==> src/rtl/core/plds_pkg.sv <==
// Shared types, character codes and result helpers for the literal string decoder.
package plds_pkg;

  localparam int unsigned NEST_LIMIT_DEF = 255;
  localparam int unsigned QDEPTH         = 4;

  localparam logic [7:0] CH_LPAREN = 8'h28;
  localparam logic [7:0] CH_RPAREN = 8'h29;
  localparam logic [7:0] CH_BSLASH = 8'h5C;
  localparam logic [7:0] CH_CR     = 8'h0D;
  localparam logic [7:0] CH_LF     = 8'h0A;
  localparam logic [7:0] CH_TAB    = 8'h09;
  localparam logic [7:0] CH_BS     = 8'h08;
  localparam logic [7:0] CH_FF     = 8'h0C;
  localparam logic [7:0] CH_N      = 8'h6E;
  localparam logic [7:0] CH_R      = 8'h72;
  localparam logic [7:0] CH_T      = 8'h74;
  localparam logic [7:0] CH_B      = 8'h62;
  localparam logic [7:0] CH_F      = 8'h66;
  localparam logic [7:0] CH_0      = 8'h30;
  localparam logic [7:0] CH_7      = 8'h37;

  localparam logic KIND_DATA = 1'b0;
  localparam logic KIND_END  = 1'b1;

  typedef enum logic [2:0] {
    ST_CONTENT  = 3'd0,
    ST_CLOSED   = 3'd1,
    ST_UNTERM   = 3'd2,
    ST_NOOPEN   = 3'd3,
    ST_OVERFLOW = 3'd4
  } status_t;

  typedef struct packed {
    logic [7:0] out_byte;
    logic       has_byte;
    logic       last;
    status_t    status;
  } result_t;

  // one classified input item: one or two results
  typedef struct packed {
    logic    two;
    result_t r0;
    result_t r1;
  } entry_t;

  function automatic result_t mk_byte(logic [7:0] b);
    result_t r;
    r.out_byte = b;
    r.has_byte = 1'b1;
    r.last     = 1'b0;
    r.status   = ST_CONTENT;
    return r;
  endfunction

  function automatic result_t mk_end(status_t s);
    result_t r;
    r.out_byte = 8'h00;
    r.has_byte = 1'b0;
    r.last     = 1'b1;
    r.status   = s;
    return r;
  endfunction

endpackage

==> src/rtl/core/plds_channels.sv <==
// Valid/ready channel interfaces for the decoder input and result streams.
interface plds_in_if;
  logic       valid;
  logic       ready;
  logic       kind;
  logic [7:0] data_byte;

  modport source (output valid, output kind, output data_byte, input ready);
  modport sink   (input valid, input kind, input data_byte, output ready);
endinterface

interface plds_out_if;
  logic       valid;
  logic       ready;
  logic [7:0] out_byte;
  logic       has_byte;
  logic       last;
  logic [2:0] status;

  modport source (output valid, output out_byte, output has_byte, output last,
                  output status, input ready);
  modport sink   (input valid, input out_byte, input has_byte, input last,
                  input status, output ready);
endinterface

==> src/rtl/core/pdf_literal_string_decoder.sv <==
// Top level of the literal string decoder: front, entry queue and back.
//
//  channel  dir  handshake      payload
//  in_ch    in   valid/ready    kind, data_byte
//  out_ch   out  valid/ready    out_byte, has_byte, last, status
//
// One input beat per cycle while the queue has room; the front state
// machine settles each byte combinationally and writes its one or two
// results into a 4-entry queue. The back sends one result per cycle from
// its output register while out_ch is ready, so an item with two results
// goes out as two beats; the queue absorbs that and output stalls.
// Synchronous active-low reset returns to idle and empties the queue.
module pdf_literal_string_decoder import plds_pkg::*; #(
  parameter int unsigned NEST_LIMIT = NEST_LIMIT_DEF
) (
  input  logic       clk,
  input  logic       rst_n,
  plds_in_if.sink    in_ch,
  plds_out_if.source out_ch
);

  logic   push, q_ready, pop, q_valid;
  entry_t push_entry, head;

  // byte classification and nesting/escape state
  plds_front #(.NEST_LIMIT(NEST_LIMIT)) u_front (
    .clk        (clk),
    .rst_n      (rst_n),
    .in_ch      (in_ch),
    .q_ready    (q_ready),
    .push       (push),
    .push_entry (push_entry)
  );

  // decouples byte intake from result delivery
  plds_queue u_queue (
    .clk        (clk),
    .rst_n      (rst_n),
    .push       (push),
    .push_entry (push_entry),
    .q_ready    (q_ready),
    .pop        (pop),
    .q_valid    (q_valid),
    .head       (head)
  );

  // splits entries into result beats
  plds_back u_back (
    .clk     (clk),
    .rst_n   (rst_n),
    .q_valid (q_valid),
    .head    (head),
    .pop     (pop),
    .out_ch  (out_ch)
  );

endmodule

==> src/rtl/core/plds_front.sv <==
// Front end: takes input beats, runs the unescape state machine, emits entries.
module plds_front import plds_pkg::*; #(
  parameter int unsigned NEST_LIMIT = NEST_LIMIT_DEF
) (
  input  logic          clk,
  input  logic          rst_n,
  plds_in_if.sink       in_ch,
  input  logic          q_ready,
  output logic          push,
  output entry_t        push_entry
);

  localparam int unsigned DEPTH_W = $clog2(NEST_LIMIT + 1);
  localparam logic [DEPTH_W-1:0] LIMIT = DEPTH_W'(NEST_LIMIT);

  typedef enum logic [3:0] {
    M_IDLE = 4'b0001,
    M_BODY = 4'b0010,
    M_ESC  = 4'b0100,
    M_OCT  = 4'b1000
  } mode_t;

  mode_t              mode_r, mode_nxt;
  logic [7:0]         oval_r, oval_nxt;
  logic [1:0]         ocnt_r, ocnt_nxt;
  logic               swallow_r, swallow_nxt;
  logic [DEPTH_W-1:0] depth_r, depth_nxt;

  logic               in_fire;
  logic [1:0]         nres;
  result_t            res [2];
  logic               do_body;
  logic [7:0]         c;
  logic [DEPTH_W-1:0] dec_depth;

  assign in_ch.ready = q_ready;
  assign in_fire     = in_ch.valid && q_ready;
  assign c           = in_ch.data_byte;
  assign dec_depth   = depth_r - DEPTH_W'(depth_r != '0);

  always_comb begin
    mode_nxt    = mode_r;
    oval_nxt    = oval_r;
    ocnt_nxt    = ocnt_r;
    swallow_nxt = swallow_r;
    depth_nxt   = depth_r;
    nres        = 2'd0;
    res[0]      = mk_end(ST_CONTENT);
    res[1]      = mk_end(ST_CONTENT);
    do_body     = 1'b0;

    if (in_ch.kind == KIND_END) begin
      if (mode_r == M_IDLE) begin
        res[0] = mk_end(ST_NOOPEN);
        nres   = 2'd1;
      end else begin
        if (mode_r == M_OCT) begin
          res[0] = mk_byte(oval_r);
          nres   = 2'd1;
        end
        res[nres[0]] = mk_end(ST_UNTERM);
        nres         = nres + 2'd1;
      end
      mode_nxt    = M_IDLE;
      oval_nxt    = '0;
      ocnt_nxt    = '0;
      swallow_nxt = 1'b0;
      depth_nxt   = '0;
    end else if (mode_r == M_IDLE) begin
      if (c == CH_LPAREN) begin
        mode_nxt    = M_BODY;
        depth_nxt   = DEPTH_W'(1);
        oval_nxt    = '0;
        ocnt_nxt    = '0;
        swallow_nxt = 1'b0;
      end else begin
        res[0] = mk_end(ST_NOOPEN);
        nres   = 2'd1;
      end
    end else if (swallow_r && c == CH_LF) begin
      swallow_nxt = 1'b0;  // LF after CR is dropped
    end else begin
      swallow_nxt = 1'b0;
      case (mode_r)
        M_ESC: begin
          mode_nxt = M_BODY;
          case (c)
            CH_N:  begin res[0] = mk_byte(CH_LF);  nres = 2'd1; end
            CH_R:  begin res[0] = mk_byte(CH_CR);  nres = 2'd1; end
            CH_T:  begin res[0] = mk_byte(CH_TAB); nres = 2'd1; end
            CH_B:  begin res[0] = mk_byte(CH_BS);  nres = 2'd1; end
            CH_F:  begin res[0] = mk_byte(CH_FF);  nres = 2'd1; end
            CH_CR: swallow_nxt = 1'b1;
            CH_LF: ;
            default: begin
              if (c inside {[CH_0:CH_7]}) begin
                mode_nxt = M_OCT;
                oval_nxt = {5'd0, c[2:0]};
                ocnt_nxt = 2'd1;
              end else begin
                res[0] = mk_byte(c);
                nres   = 2'd1;
              end
            end
          endcase
        end
        M_OCT: begin
          if (c inside {[CH_0:CH_7]}) begin
            oval_nxt = {oval_r[4:0], c[2:0]};
            if (ocnt_r == 2'd2) begin
              res[0]   = mk_byte({oval_r[4:0], c[2:0]});
              nres     = 2'd1;
              mode_nxt = M_BODY;
              oval_nxt = '0;
              ocnt_nxt = '0;
            end else begin
              ocnt_nxt = ocnt_r + 2'd1;
            end
          end else begin
            res[0]   = mk_byte(oval_r);
            nres     = 2'd1;
            mode_nxt = M_BODY;
            oval_nxt = '0;
            ocnt_nxt = '0;
            do_body  = 1'b1;
          end
        end
        default: do_body = 1'b1;
      endcase

      if (do_body) begin
        case (c)
          CH_BSLASH: mode_nxt = M_ESC;
          CH_LPAREN: begin
            if (depth_r == LIMIT) begin
              res[nres[0]] = mk_end(ST_OVERFLOW);
              mode_nxt     = M_IDLE;
              oval_nxt     = '0;
              ocnt_nxt     = '0;
              swallow_nxt  = 1'b0;
              depth_nxt    = '0;
            end else begin
              depth_nxt    = depth_r + DEPTH_W'(1);
              res[nres[0]] = mk_byte(c);
            end
            nres = nres + 2'd1;
          end
          CH_RPAREN: begin
            if (dec_depth == '0) begin
              res[nres[0]] = mk_end(ST_CLOSED);
              mode_nxt     = M_IDLE;
              oval_nxt     = '0;
              ocnt_nxt     = '0;
              swallow_nxt  = 1'b0;
              depth_nxt    = '0;
            end else begin
              depth_nxt    = dec_depth;
              res[nres[0]] = mk_byte(c);
            end
            nres = nres + 2'd1;
          end
          CH_CR: begin
            res[nres[0]] = mk_byte(CH_LF);
            nres         = nres + 2'd1;
            swallow_nxt  = 1'b1;
          end
          default: begin
            res[nres[0]] = mk_byte(c);
            nres         = nres + 2'd1;
          end
        endcase
      end
    end
  end

  assign push          = in_fire && (nres != 2'd0);
  assign push_entry.two = nres[1];
  assign push_entry.r0  = res[0];
  assign push_entry.r1  = res[1];

  always_ff @(posedge clk) begin
    if (!rst_n) begin
      mode_r    <= M_IDLE;
      oval_r    <= '0;
      ocnt_r    <= '0;
      swallow_r <= 1'b0;
      depth_r   <= '0;
    end else if (in_fire) begin
      mode_r    <= mode_nxt;
      oval_r    <= oval_nxt;
      ocnt_r    <= ocnt_nxt;
      swallow_r <= swallow_nxt;
      depth_r   <= depth_nxt;
    end
  end

  a_idle_depth: assert property (@(posedge clk) disable iff (!rst_n)
    mode_r == M_IDLE |-> depth_r == '0)
    else $error("depth nonzero while idle");

  a_last_goes_idle: assert property (@(posedge clk) disable iff (!rst_n)
    push && (push_entry.two ? push_entry.r1.last : push_entry.r0.last)
    |=> mode_r == M_IDLE)
    else $error("string ended but not idle");

endmodule

==> src/rtl/core/plds_queue.sv <==
// Short FIFO of classified entries between front and back.
module plds_queue import plds_pkg::*; (
  input  logic   clk,
  input  logic   rst_n,
  input  logic   push,
  input  entry_t push_entry,
  output logic   q_ready,
  input  logic   pop,
  output logic   q_valid,
  output entry_t head
);

  localparam int unsigned PTR_W = $clog2(QDEPTH);
  localparam logic [PTR_W:0] FULL = (PTR_W + 1)'(QDEPTH);

  entry_t         mem_r [QDEPTH];
  logic [PTR_W-1:0] wr_r, rd_r;
  logic [PTR_W:0]   cnt_r;
  logic             do_push, do_pop;

  assign q_ready = cnt_r != FULL;
  assign q_valid = cnt_r != '0;
  assign head    = mem_r[rd_r];
  assign do_push = push && q_ready;
  assign do_pop  = pop && q_valid;

  always_ff @(posedge clk) begin
    if (do_push) mem_r[wr_r] <= push_entry;
  end

  always_ff @(posedge clk) begin
    if (!rst_n) begin
      wr_r  <= '0;
      rd_r  <= '0;
      cnt_r <= '0;
    end else begin
      if (do_push) wr_r <= wr_r + PTR_W'(1);
      if (do_pop)  rd_r <= rd_r + PTR_W'(1);
      cnt_r <= cnt_r + (PTR_W + 1)'(do_push) - (PTR_W + 1)'(do_pop);
    end
  end

  a_cnt_bound: assert property (@(posedge clk) disable iff (!rst_n)
    cnt_r <= FULL)
    else $error("queue count out of range");

endmodule

==> src/rtl/core/plds_back.sv <==
// Back end: unpacks entries into single result beats behind an output register.
module plds_back import plds_pkg::*; (
  input  logic      clk,
  input  logic      rst_n,
  input  logic      q_valid,
  input  entry_t    head,
  output logic      pop,
  plds_out_if.source out_ch
);

  logic    out_valid_r;
  result_t out_r;
  logic    pend_r;
  result_t pend_res_r;
  logic    free;

  assign free = !out_valid_r || out_ch.ready;
  assign pop  = free && !pend_r && q_valid;

  assign out_ch.valid    = out_valid_r;
  assign out_ch.out_byte = out_r.out_byte;
  assign out_ch.has_byte = out_r.has_byte;
  assign out_ch.last     = out_r.last;
  assign out_ch.status   = out_r.status;

  always_ff @(posedge clk) begin
    if (!rst_n) begin
      out_valid_r <= 1'b0;
      pend_r      <= 1'b0;
    end else if (free) begin
      if (pend_r) begin
        out_valid_r <= 1'b1;
        pend_r      <= 1'b0;
      end else begin
        out_valid_r <= q_valid;
        pend_r      <= q_valid && head.two;
      end
    end
  end

  always_ff @(posedge clk) begin
    if (free) begin
      if (pend_r) begin
        out_r <= pend_res_r;
      end else if (q_valid) begin
        out_r      <= head.r0;
        pend_res_r <= head.r1;
      end
    end
  end

  a_pend_has_out: assert property (@(posedge clk) disable iff (!rst_n)
    pend_r |-> out_valid_r)
    else $error("second result pending without a first");

endmodule
==> src/flat_wrapper.sv <==
// flat-port wrapper written by rule: the top's interface ports become plain ports
module pdf_literal_string_decoder_flat import plds_pkg::*;
#(
  parameter int unsigned NEST_LIMIT = NEST_LIMIT_DEF
)
  (clk, rst_n, in_ch_valid, in_ch_kind, in_ch_data_byte, in_ch_ready, out_ch_valid, out_ch_out_byte, out_ch_has_byte, out_ch_last, out_ch_status, out_ch_ready);
  plds_in_if in_ch_i ();
  plds_out_if out_ch_i ();
  input  logic clk;
  input  logic rst_n;
  input wire logic [$bits(in_ch_i.valid)-1:0] in_ch_valid;
  input wire logic [$bits(in_ch_i.kind)-1:0] in_ch_kind;
  input wire logic [$bits(in_ch_i.data_byte)-1:0] in_ch_data_byte;
  output wire logic [$bits(in_ch_i.ready)-1:0] in_ch_ready;
  output wire logic [$bits(out_ch_i.valid)-1:0] out_ch_valid;
  output wire logic [$bits(out_ch_i.out_byte)-1:0] out_ch_out_byte;
  output wire logic [$bits(out_ch_i.has_byte)-1:0] out_ch_has_byte;
  output wire logic [$bits(out_ch_i.last)-1:0] out_ch_last;
  output wire logic [$bits(out_ch_i.status)-1:0] out_ch_status;
  input wire logic [$bits(out_ch_i.ready)-1:0] out_ch_ready;
  assign in_ch_i.valid = in_ch_valid;
  assign in_ch_i.kind = in_ch_kind;
  assign in_ch_i.data_byte = in_ch_data_byte;
  assign in_ch_ready = in_ch_i.ready;
  assign out_ch_valid = out_ch_i.valid;
  assign out_ch_out_byte = out_ch_i.out_byte;
  assign out_ch_has_byte = out_ch_i.has_byte;
  assign out_ch_last = out_ch_i.last;
  assign out_ch_status = out_ch_i.status;
  assign out_ch_i.ready = out_ch_ready;
  pdf_literal_string_decoder #(.NEST_LIMIT(NEST_LIMIT)) u_core (.clk(clk), .rst_n(rst_n), .in_ch(in_ch_i), .out_ch(out_ch_i));
endmodule
==> config.mk <==
export PLATFORM = sky130hd
export DESIGN_NAME = pdf_literal_string_decoder_flat
export DESIGN_NICKNAME = d
export VERILOG_FILES = /design/src/rtl/core/plds_pkg.sv /design/src/rtl/core/plds_channels.sv /design/src/rtl/core/pdf_literal_string_decoder.sv /design/src/rtl/core/plds_front.sv /design/src/rtl/core/plds_queue.sv /design/src/rtl/core/plds_back.sv /design/src/flat_wrapper.sv
export SDC_FILE = /design/constraint.sdc
export NUM_CORES = 1
export LEC_CHECK = 0
export BUFFER_PORTS_ARGS = -buffer_cell sky130_fd_sc_hd__clkbuf_2
export CORE_MARGIN = 2
export CORE_UTILIZATION = 45
export DETAILED_ROUTE_END_ITERATION = 10
export PLACE_DENSITY = 0.71
export SLEW_MARGIN = 20
export SYNTH_ARGS = -nofsm -noshare
export SYNTH_HDL_FRONTEND = slang
export SYNTH_SLANG_ARGS = --single-unit
==> constraint.sdc <==
create_clock -name clk -period 4.6 [get_ports clk]
set_input_delay 0.23 -clock clk [delete_from_list [all_inputs] [get_ports clk]]
set_output_delay 0.23 -clock clk [all_outputs]
set_load 0.02 [all_outputs]
# After elaboration in Yosys (flattened, before gate mapping)
# Memories as Yosys holds them, arrays and structs flattened. A register that Yosys moved wholly into a read port is not among the register bits.
# Index checks and enable logic that the tools add are counted.
word_totals:
  register_bits: 58
  ramBits: 108
  in_bits: 13
  out_inout_bits: 15
  memories: 1
memory_table:
  columns: ["memory", "words", "width", "rd", "rd_clocked_by_memory_dff", "write_ports", "line_no", "source"]
  rows:
  - ["u_core.u_queue.mem_r", 4, 27, 1, 1, 1, "plds_queue.sv:16", "entry_t mem_r [QDEPTH];"]
op_classes:
  addsub: 9
  order_cmp: 6
  eq_ne: 18
  mux: 115
  bitwise_logic: 15
  reduce_logical: 29
ops:
  columns: ["cell", "n"]
  rows:
  - ["13-bit 2-to-1 mux", 17]
  - ["8-bit 2-to-1 mux", 18]
  - ["26-bit 2-to-1 mux", 5]
  - ["26-bit case mux with 4 select lines", 1]
  - ["13-bit case mux with 6 select lines", 1]
  - ["22-bit AND", 3]
  - ["22-bit inverter", 3]
  - ["2-bit 2-to-1 mux", 26]
  - ["8-bit by 7-bit equality test with 1-bit output, second input constant", 6]
  - ["8-bit case mux with 2 select lines", 3]
  - ["4-bit 2-to-1 mux", 11]
  - ["26-bit bitwise mux", 1]
  - ["13-bit demux with 1-bit select", 2]
  - ["13-bit case mux with 2 select lines", 1]
  - ["1-bit 2-to-1 mux", 21]
  - ["20-bit AND", 1]
  - ["20-bit inverter", 1]
  - ["8-bit by 4-bit equality test with 1-bit output, second input constant", 2]
  - ["8-bit by 6-bit equality test with 1-bit output, second input constant", 2]
  - ["4-bit bitwise OR", 3]
  - ["2-bit case mux with 2 select lines", 3]
  - ["4-bit case mux with 3 select lines", 1]
  - ["1-bit logical AND", 11]
  - ["2-bit by 1-bit adder with 2-bit output, second input constant", 5]
  - ["33 further kinds", 44]

# Depth between registers and ports, before layout
# Gate-level depths: netlist of the first run.
logic_depth:
  depth_word: 21
  ltp_mapped: 16
  ltp_nobuf: 15

# Modules after synthesis
# A second synthesis of the first run with hierarchy kept.
unflattened:
  hier_cells: 588
  area_unflattened_um2: 7965.1
by_module_without_submodules:
  columns: ["module", "instances", "cells_per_inst", "area_each_um2", "seq_area_each_um2"]
  rows:
  - ["plds_queue", 1, 189, 4416.7, 3423.3]
  - ["plds_front", 1, 347, 2459.9, 460.4]
  - ["plds_back", 1, 52, 1088.5, 820.8]

# Worst setup path before layout of the first run
# OpenSTA, ideal clock, no wires.
synth_timing:
  kind: "reg-to-reg"
  start: "reg u_core.u_front.mode_r[2]"
  end: "mem u_core.u_queue.mem_r[0][0] in the netlist's numbering (enable)"
  setup_ps: 414
  t_arrival_ps: 3385
  required_time_ps: 4186
  setup_slack_ps: 801
  stages_incl_launch_ff: 10
  path_buffers: 2
  period_less_slack_ps: 3799
  path_cell_list: "dfxtp_1 -> buf_2 -> nor4b_1 -> clkbuf_1 -> nand3_1 -> a21oi_1 -> ha_1 -> a41o_1 -> a32oi_4 -> nor2b_1"
synth_lines:
  columns: ["element", "line_no", "source"]
  rows:
  - ["start, declared", "plds_front.sv:23", "mode_t mode_r, mode_nxt;"]
  - ["start signal, assigned", "plds_front.sv:189", "mode_r <= mode_nxt;"]
  - ["end, declared", "plds_queue.sv:16", null]

# Worst setup path after layout of the first run
layout_timing:
  start: "reg u_core.u_front.mode_r[2]"
  end: "reg u_core.u_queue.cnt_r[2]"
layout_between:
  elab_chain_cells: 16
  word_cells_on_any_way: 27
layout_lines:
  columns: ["element", "line_no", "source"]
  rows:
  - ["4-bit equality test / 4-bit by 3-bit equality test with 1-bit output (equally long branches)", "plds_front.sv:57, plds_front.sv:84", null]
  - ["2-bit case mux with 2 select lines", "plds_front.sv:84", "case (mode_r)"]
  - ["2-bit 2-to-1 mux", "plds_front.sv:80", "end else if (swallow_r && c == CH_LF) begin"]
  - ["2-bit 2-to-1 mux", "plds_front.sv:69", "end else if (mode_r == M_IDLE) begin"]
  - ["2-bit 2-to-1 mux", "plds_front.sv:52", "if (in_ch.kind == KIND_END) begin"]
  - ["2-bit by 1-bit adder with 2-bit output", null, null]
  - ["2-bit 2-to-1 mux", null, null]
  - ["2-bit 2-to-1 mux", "plds_front.sv:131", "if (do_body) begin"]
  - ["2-bit 2-to-1 mux", "plds_front.sv:80", null]
  - ["2-bit 2-to-1 mux", "plds_front.sv:69", null]
  - ["2-bit 2-to-1 mux *", "plds_front.sv:52", null]
  - ["2-bit nonzero test *", "plds_front.sv:176", "assign push = in_fire && (nres != 2'd0);"]
  - ["1-bit logical AND *", "plds_front.sv:176", null]
  - ["1-bit logical AND *", "plds_queue.sv:24", "assign do_push = push && q_ready;"]
  - ["3-bit by 1-bit adder with 3-bit output *", "plds_queue.sv:39", "cnt_r <= cnt_r + (PTR_W + 1)'(do_push) - (PTR_W + 1)'(do_pop);"]
  - ["3-bit by 1-bit subtractor with 3-bit output *", "plds_queue.sv:39", null]
  - ["end signal, assigned", "plds_queue.sv:39", null]
  - ["end, declared", "plds_queue.sv:18", "logic [PTR_W:0] cnt_r;"]
# Every way passes the cells marked *; elsewhere a longest branch is shown, timed or not. The select of a mux whose other input is x is not followed.
# A chain may end at the register's enable or synchronous reset.

==> PnR_summary.wiki, run 1 <==
{| class="wikitable"
! Metric !! Value
|-
| Result of the run || complete, no violations
|-
| Number of clock buffers inserted by TritonCTS || 17
|-
| Number of instances in the synthesized netlist || 606
|-
| Sequence of cells on the critical path || nor4b_2 -> buf_4 -> nand3_1 -> a21oi_1 -> ha_1 -> a31oi_1 -> nand3b_1 -> a32oi_4 -> ha_1 -> inv_1 -> ha_1 -> fa_1 -> xnor2_1 -> xnor2_1 -> nor2_1
|-
| Routed wire length || approximately 18 mm
|-
| Critical path buffers and inverters || 2
|-
| Proportion of layout cells with a drive suffix above 1 || roughly a quarter
|-
| Async set-or-reset flop fraction in the synthesized netlist || 0%
|-
| Worst voltage drop across the vdd grid || 0.0002960 V
|-
| Leading cell types by total area after synthesis || sky130_fd_sc_hd__edfxtp_1 50%, sky130_fd_sc_hd__dfxtp_1 8.4%, sky130_fd_sc_hd__mux4_2 7.5%, sky130_fd_sc_hd__mux2_2 1.8%, sky130_fd_sc_hd__nor2_1 1.8%
|-
| Floorplan die width || between 100 and 150 um
|-
| Type of the worst min-delay path || in -> reg
|-
| Latest clock arrival within the worst-skew pair || approximately 0.43 ns
|-
| Data arrival time of the worst path || 4.05 ns
|-
| Number of cell rows || just under 50
|-
| Antenna violations before repair || 0
|-
| Register bit total from synthesis || about 170
|-
| Global-route usage over all layers || 19.91%
|-
| DPL Wire Length || 12.48 mm
|-
| Final weighted congestion of routability-driven global placement || 0.9086
|-
| Final setup violating endpoints || 0
|-
| H-Tree Depth || 4
|-
| Min Tclk post-route || between 3 and 4 ns
|-
| Clock-pin slew of the registers on the worst-case setup and hold paths || about 0.070 ns
|-
| Type of the worst setup path || reg -> reg
|-
| Synthesis Warnings || 0
|-
| Vias in the first global route || roughly 5300
|-
| Average wire length per cell after detail routing || around 21 um
|-
| Vertical extent of the die || approximately 140 um
|-
| Max-slew violation total from the final report || 0
|-
| Total clock sinks || 168
|-
| Root buffer selected by CTS || sky130_fd_sc_hd__clkbuf_16
|-
| Overall power after layout || around 0.0045 W
|-
| Overflow after GRT || 0
|-
| Largest net degree at the start of global routing || 28
|-
| Cell with the largest stage delay on the worst path || sky130_fd_sc_hd__dfxtp_1
|-
| # Post-CTS Setup Buffers || 0
|-
| Number of flops mapped to enable cells by yosys || 134
|-
| Input/output buffers || 27
|-
| Distinct cell type count after synthesis || between 80 and 90
|-
| Family with the most delay on the worst path || adder cells
|-
| Die Footprint || approximately 19000 um^2
|-
| Hold slack final || around 0.17 ns
|-
| Maximum fanout count along the critical path || 12
|-
| Layout overhead on the synthesized area || 11.24%
|-
| Max cap viols || 0
|-
| Net count after synthesis || 631
|-
| Vias after detailed routing || between 5000 and 6000
|-
| Number of buffers on the longest clock path || 2
|-
| Max_slew headroom || a little over 30%
|-
| Category of the worst setup path launch point || flop
|-
| PwrDens || approximately 500 nW/um^2
|-
| Kind of end point of the critical path || flop
|-
| Worst slew pin tran || 1.041 ns
|-
| Layout Cells excl Fill || 870
|-
| Initial core utilization || between 40% and 50%
|-
| Data required time of the critical path || 4.89 ns
|-
| Setup repair after global routing missed its margin || no
|-
| Clock tree from TritonCTS || yes
|-
| Global-route wire length before repair || ~30 mm
|-
| NumNets Final || around 650
|-
| Accumulated negative setup slack || 0 ns
|-
| ANT nets after route || 0
|-
| Most used cell along the critical path || sky130_fd_sc_hd__ha_1
|-
| Proportion of synthesized chip area in sequential cells || approximately three fifths
|-
| Placeable core region || ~18000 um^2
|-
| Avg Inst Size Synth || between 10 and 15 um^2
|-
| Remaining design rule violation count || 0
|-
| Vias per Instance || 6.208
|-
| Largest stage delay, worst path || between 0.5 and 0.6 ns
|-
| Final worst-path cycle share || between 80 and 90%
|-
| Post-Route Skew || about 0.017 ns
|-
| Netlist area before placement || 8095 um^2
|-
| Number of gates resized after CTS || 0
|-
| Initial drt markers || roughly 630
|-
| Timing-limited maximum frequency || roughly 270 MHz
|-
| Detailed-router iteration count before antenna repair || 5
|-
| Top cell type by total area after synthesis || sky130_fd_sc_hd__edfxtp_1
|-
| Top-Level Pins || 28
|-
| Top FF cell, synth || sky130_fd_sc_hd__edfxtp_1
|-
| Area share of the leading cell type in the synthesized netlist || 49.71%
|-
| Leakage Power || approximately 2.9 nW
|-
| Count of inserted antenna diode cells || 0
|-
| # placed instances || 838
|-
| CTS hold repair buffers || 0
|-
| Fin. Hold Viols || 0
|}
==> cells in the mapped netlist, drive strengths merged (3+ instances only) <==
cell / instances
edfxtp: 134
nor2: 41
nand2: 39
dfxtp: 34
a21oi: 28
mux4: 27
nand3: 27
o21ai: 24
buf: 22
inv: 18
nor3: 16
clkbuf: 14
mux2: 13
ha: 11
nor2b: 10
and3: 8
nand4: 8
nor4: 8
a31oi: 7
a2111oi: 6
a32oi: 6
and4: 6
nor4b: 6
or3: 6
or4b: 6
a311oi: 5
nand2b: 5
nand4b: 5
o211ai: 5
xnor2: 5
a22oi: 4
o221ai: 4
o31a: 4
and2: 3
nand3b: 3
nor4bb: 3
o221a: 3
o2bb2ai: 3
o311ai: 3
xor2: 3
==> placed cells by master, fill, tap and decap left out, types with 7 or more instances in the layout <==
cell type	instances
sky130_fd_sc_hd__edfxtp_1	134
sky130_fd_sc_hd__nand4_1	8
sky130_fd_sc_hd__clkbuf_16	17
sky130_fd_sc_hd__mux2_2	13
sky130_fd_sc_hd__nand2_1	36
sky130_fd_sc_hd__inv_1	18
sky130_fd_sc_hd__nand3_1	25
sky130_fd_sc_hd__nor3_1	13
sky130_fd_sc_hd__buf_4	12
sky130_fd_sc_hd__nor2_1	39
sky130_fd_sc_hd__mux4_2	27
sky130_fd_sc_hd__a21oi_1	28
sky130_fd_sc_hd__nor4_1	7
sky130_fd_sc_hd__clkbuf_2	27
sky130_fd_sc_hd__o21ai_0	23
sky130_fd_sc_hd__ha_1	11
sky130_fd_sc_hd__dfxtp_1	33
==> through the flow <==
step / instance area (um^2) / worst slack (ns) / util (%)
6_report: 9005 / 0.8344 / 50.65
5_1_grt: 9005 / 0.5066 / 50.65
4_1_cts: 9005 / 0.8613 / 50.65
3_5_place_dp: 8416 / 0.8286 / 47.33
3_3_place_gp: 8416 / 1.018 / 47.33
2_1_floorplan: 8095 / 0.8013 / -
==> report_power, final <==
group | switching, W | total, W | internal (W) | leakage (nW)
combinational | 0.000546 | 0.000972 | 0.000426 | 1.12
clock | 0.000635 | 0.00140 | 0.000769 | 0.280
sequential | 0.000145 | 0.00212 | 0.00197 | 1.53
==> layer usage <==
| layer | share of wire [%] | wire (um) | track usage (%) | vias up |
|---|---|---|---|---|
| met5 | 0 | 0 | 0 | - |
| met4 | 2.3 | 432 | 7.465 | 0 |
| met3 | 7.2 | 1338 | 4.919 | 39 |
| met2 | 47 | 8736 | 31.11 | 239 |
| met1 | 43 | 7962 | 27.18 | 2683 |
| li1 | - | - | - | 2440 |
==> worst reg2reg max path, stage by stage, from the launching register on <==
cell and delay [ns]:
sky130_fd_sc_hd__dfxtp_1 0.53, sky130_fd_sc_hd__nor4b_2 0.26, sky130_fd_sc_hd__buf_4 0.23, sky130_fd_sc_hd__nand3_1 0.15, sky130_fd_sc_hd__a21oi_1 0.31, sky130_fd_sc_hd__ha_1 0.30, sky130_fd_sc_hd__a31oi_1 0.14, sky130_fd_sc_hd__nand3b_1 0.15
sky130_fd_sc_hd__a32oi_4 0.35, sky130_fd_sc_hd__ha_1 0.20, sky130_fd_sc_hd__inv_1 0.05, sky130_fd_sc_hd__ha_1 0.18, sky130_fd_sc_hd__fa_1 0.38, sky130_fd_sc_hd__xnor2_1 0.19, sky130_fd_sc_hd__xnor2_1 0.16, sky130_fd_sc_hd__nor2_1 0.07
==> flip-flops by register name (all words and copies together) (netlist names), named ones only <==
register	flops
u_core.u_queue.rd_r	2
u_core.u_front.swallow_r	1
u_core.u_back.out_ch.out_byte	8
u_core.u_queue.wr_r	2
u_core.u_front.ocnt_r	2
u_core.u_front.depth_r	8
u_core.u_back.out_ch.last	1
u_core.u_back.pend_r	1
u_core.u_queue.cnt_r	3
u_core.u_back.out_ch.valid	1
u_core.u_front.oval_r	8
u_core.u_back.out_ch.has_byte	1
u_core.u_front.mode_r	4
u_core.u_back.pend_res_r	13
u_core.u_back.out_ch.status	3
u_core.u_queue.mem_r	108
==> cell families after synthesis <==
logic type / Yosys count / synth area share (%)
flops: 168 / 58.11
compound gates: 114 / 10.42
buf+inv: 54 / 3.477
fa+ha+maj: 12 / 1.947
simple gates: 208 / 15.61
mux: 42 / 9.567
xor+xnor: 8 / 0.8656
==> final timing paths <==
path | from | to | slack (ns) | depth (start not counted)
worst max-delay path | u_core.u_front.mode_r[2]$_SDFFE_PN0P_ | u_core.u_queue.cnt_r[2]$_SDFF_PN0_ | 0.83 | 15
worst min-delay path | out_ch_ready | u_core.u_back.out_ch.valid$_SDFFE_PN0N_ | 0.17 | 4
worst max register to register | u_core.u_front.mode_r[2]$_SDFFE_PN0P_ | u_core.u_queue.cnt_r[2]$_SDFF_PN0_ | 0.83 | 15
worst min register to register | u_core.u_front.swallow_r$_SDFFE_PN0P_ | u_core.u_front.swallow_r$_SDFFE_PN0P_ | 0.50 | 2
==> layout make-up <==
cell class / instances / area (um^2)
Clock buffer: 17 / 425.4
Clock inverter: 15 / 163.9
Fill cell: 1520 / 8775
Inverter: 18 / 67.56
Multi-Input combinational cell: 384 / 3131
Sequential cell: 168 / 4706
Tap cell: 229 / 286.5
Timing Repair Buffer: 39 / 225.2
Note: power is estimated with default switching activity, not from simulation.
==> run 2, diff against run 1 <==
Clock period 4.6 ns to 3.9 ns, I/O delays scaled along.
==> run 2 against run 1 <==
Core utilization is 0.24 points higher. Power up 18%. Non-clock buffer count increased by 7. Global-route usage fell by 0.43 points. Cell count rose by 0.80%. Sequential share of layout area is 0.25 points lower. Final area increased by 0.47%. Clock power grew 17%. Critical path depth is 3 lower. Die area did not move. Largest cell class unchanged. Largest power group unchanged. Highest routed layer unchanged.
==> PnR_summary.wiki, run 2 (same netlist as run 1, synthesis figures left out) <==
{| class="wikitable"
! Metric !! Value
|-
| Psw || around 0.0015 W
|-
| Overall power after layout || approximately 0.0053 W
|-
| Clock-pin slew of the registers on the worst-case setup and hold paths || roughly 0.070 ns
|-
| Root buffer selected by CTS || sky130_fd_sc_hd__clkbuf_16
|-
| Vias per Instance || 6.063
|-
| Vias after detailed routing || between 5000 and 6000
|-
| Flop-to-flop setup slack || 0.48 ns
|-
| Data arrival time of the worst path || roughly 3.7 ns
|-
| Kind of end point of the critical path || flop
|-
| Most used cells in the layout excluding fill and tap cells || 134 x sky130_fd_sc_hd__edfxtp_1, 39 x sky130_fd_sc_hd__nor2_1, 36 x sky130_fd_sc_hd__nand2_1, 33 x sky130_fd_sc_hd__dfxtp_1, 28 x sky130_fd_sc_hd__a21oi_1
|-
| Number of clock buffers inserted by TritonCTS || 17
|-
| PwrDens || 584.9 nW/um^2
|-
| Routed wire length || between 15 and 20 mm
|-
| Average wire length per cell after detail routing || 21.02 um
|-
| Die Footprint || 19080 um^2
|-
| Switching Share || between 20% and 30%
|-
| Worst voltage drop across the vdd grid || around 0.00033 V
|-
| Data required time of the critical path || roughly 4.2 ns
|-
| Register ranked first by flip-flop count || u_core.u_queue.mem_r
|-
| Sequential share of power || 46.8%
|-
| Number of buffers on the longest clock path || 2
|-
| Origin of the worst setup path || u_core.u_front.mode_r[0]$_SDFFE_PN1P_
|-
| Max cap viols || 0
|-
| Setup repair after global routing missed its margin || no
|-
| Category of the worst setup path launch point || flop
|-
| Global-route wire length before repair || ~29 mm
|-
| Power share of the clock group || between 30 and 40%
|-
| Min Tclk post-route || 3.421 ns
|-
| Number of cell rows || 49
|-
| Proportion of layout cells with a drive suffix above 1 || between 20% and 30%
|-
| Count of inserted antenna diode cells || 0
|-
| Antenna violations before repair || 0
|-
| Global-route usage over all layers || 19.48%
|-
| Remaining design rule violation count || 0
|-
| Area of the multi-input gates || between 3000 and 4000 um^2
|-
| Vertical extent of the die || about 140 um
|-
| Sequential cell area || 4706 um^2
|-
| Worst slew pin tran || around 0.97 ns
|-
| Reg2Reg Depth || 12
|-
| Initial drt markers || approximately 460
|-
| Fin. Hold Viols || 0
|-
| Internal portion of total power || 0.003777 W
|-
| Leakage Power || between 2 and 3 nW
|-
| Final weighted congestion of routability-driven global placement || between 0.9 and 1
|-
| DPL Wire Length || around 12 mm
|-
| Placeable core region || 17780 um^2
|-
| Clock tree from TritonCTS || yes
|-
| Initial core utilization || between 40% and 50%
|-
| Floorplan die width || between 100 and 150 um
|-
| Number of flip-flops in the largest register || ~110
|-
| Worst r2r src || u_core.u_front.mode_r[0]$_SDFFE_PN1P_
|-
| NumNets Final || 660
|-
| Layout overhead on the synthesized area || 11.76%
|-
| Overflow after GRT || 0
|-
| Maximum fanout count along the critical path || 10
|-
| Worst setup margin || between 0.4 and 0.5 ns
|-
| Type of the worst min-delay path || in -> reg
|-
| Final worst-path cycle share || 87.73%
|-
| Timing-limited maximum frequency || 292.3 MHz
|-
| ANT nets after route || 0
|-
| Total clock sinks || between 150 and 200
|-
| Number of gates resized after CTS || 0
|-
| Top-Level Pins || 28
|-
| Input/output buffers || 27
|-
| Worst-case setup slack after placement || between 0.3 and 0.4 ns
|-
| # Post-CTS Setup Buffers || 0
|-
| Latest clock arrival within the worst-skew pair || 0.43 ns
|-
| Result of the run || complete, no violations
|-
| Largest net degree at the start of global routing || 28
|-
| Accumulated negative setup slack || 0 ns
|-
| Worst r2r dst || u_core.u_queue.cnt_r[2]$_SDFF_PN0_
|-
| Most common cell after layout, fill and taps aside || sky130_fd_sc_hd__edfxtp_1
|-
| Worst setup path endpoint || u_core.u_queue.cnt_r[2]$_SDFF_PN0_
|-
| Detailed-router iteration count before antenna repair || 6
|-
| Max-slew violation total from the final report || 0
|-
| Registers with the most flip-flops || u_core.u_queue.mem_r: 108 flops, u_core.u_back.pend_res_r: 13 flops
|-
| Type of the worst setup path || reg -> reg
|-
| Part of the total power dissipated in combinational logic || between 20 and 25%
|-
| Max_slew headroom || between 30% and 40%
|-
| Final setup violating endpoints || 0
|-
| H-Tree Depth || 4
|-
| Vias in the first global route || between 5000 and 6000
|-
| Post-Route Skew || 0.01334 ns
|-
| CTS hold repair buffers || 0
|-
| Final-layout fill cell count || roughly 1500
|}
-- run 2: cell types whose count changed in the layout (fill, tap and decap cells not counted), sizes merged --
cell / previous run / this run
buf: 12 / 19
inv: 25 / 20
clkinvlp: 3 / 7
bufinv: 1 / 2
-- run 2: metrics by stage --
step | hold slack (ns) | area, um^2 | util (%) | instances
after detailed placement | 0.4852 | 8468 | 47.63 | 845
after floorplan | 0.4308 | 8095 | - | 606
after global placement | 0.4784 | 8468 | 47.63 | 845
after global routing | 0.1737 | 9047 | 50.89 | 877
after CTS | 0.1636 | 9047 | 50.89 | 877
final | 0.1784 | 9047 | 50.89 | 877
-- run 2: final cells by class --
type / count / area share (%)
repair buffers: 46 / 3.070
clock buffers: 17 / 4.702
multi-input cells: 384 / 34.60
clock inverters: 15 / 1.701
flip-flops and latches: 168 / 52.01
well taps: 229 / 3.167
inverters: 18 / 0.7468
-- run 2: power by group through the flow --
stage	Clock [W]	Combinational [W]	Sequential, W
2_1_floorplan	0	0.000803	0.00254
3_3_place_gp	0	0.00116	0.00250
3_5_place_dp	0	0.00119	0.00252
4_1_cts	0.00166	0.00119	0.00248
5_1_grt	0.00173	0.00127	0.00251
6_report	0.00164	0.00118	0.00248
-- run 2: how the worst min path moves through the flow --
| stage | slack, ns | from | endpoint | cells past startpoint |
|---|---|---|---|---|
| detailed placement | 0.49 | u_core.u_front.swallow_r$_SDFFE_PN0P_ | u_core.u_front.swallow_r$_SDFFE_PN0P_ | 2 |
| floorplan | 0.43 | rst_n | u_core.u_front.depth_r[0]$_SDFFE_PN0P_ | 2 |
| CTS | 0.16 | out_ch_ready | u_core.u_back.out_ch.valid$_SDFFE_PN0N_ | 4 |
| finish | 0.18 | out_ch_ready | u_core.u_back.out_ch.valid$_SDFFE_PN0N_ | 4 |
| global placement | 0.48 | u_core.u_queue.wr_r[1]$_SDFFE_PN0P_ | u_core.u_queue.wr_r[1]$_SDFFE_PN0P_ | 2 |
| global route | 0.17 | out_ch_ready | u_core.u_back.out_ch.valid$_SDFFE_PN0N_ | 4 |
-- run 2: metal layers --
metal  share of wire (%)  track usage [%]
met3                 5.4            3.568
met2                  48            30.85
met4                 2.7            9.291
met5                   0                0
met1                  44            26.21
-- run 2: worst max-delay path, stage by stage (launching register included) --
cell,delay (ns)
sky130_fd_sc_hd__dfxtp_1,0.50
sky130_fd_sc_hd__or4b_1,0.68
sky130_fd_sc_hd__nand2_8,0.21
sky130_fd_sc_hd__nor2_4,0.09
sky130_fd_sc_hd__a41o_1,0.29
sky130_fd_sc_hd__a32oi_4,0.26
sky130_fd_sc_hd__ha_1,0.16
sky130_fd_sc_hd__inv_1,0.04
sky130_fd_sc_hd__ha_1,0.18
sky130_fd_sc_hd__fa_1,0.40
sky130_fd_sc_hd__xnor2_1,0.21
sky130_fd_sc_hd__xnor2_1,0.16
sky130_fd_sc_hd__nor2_1,0.07
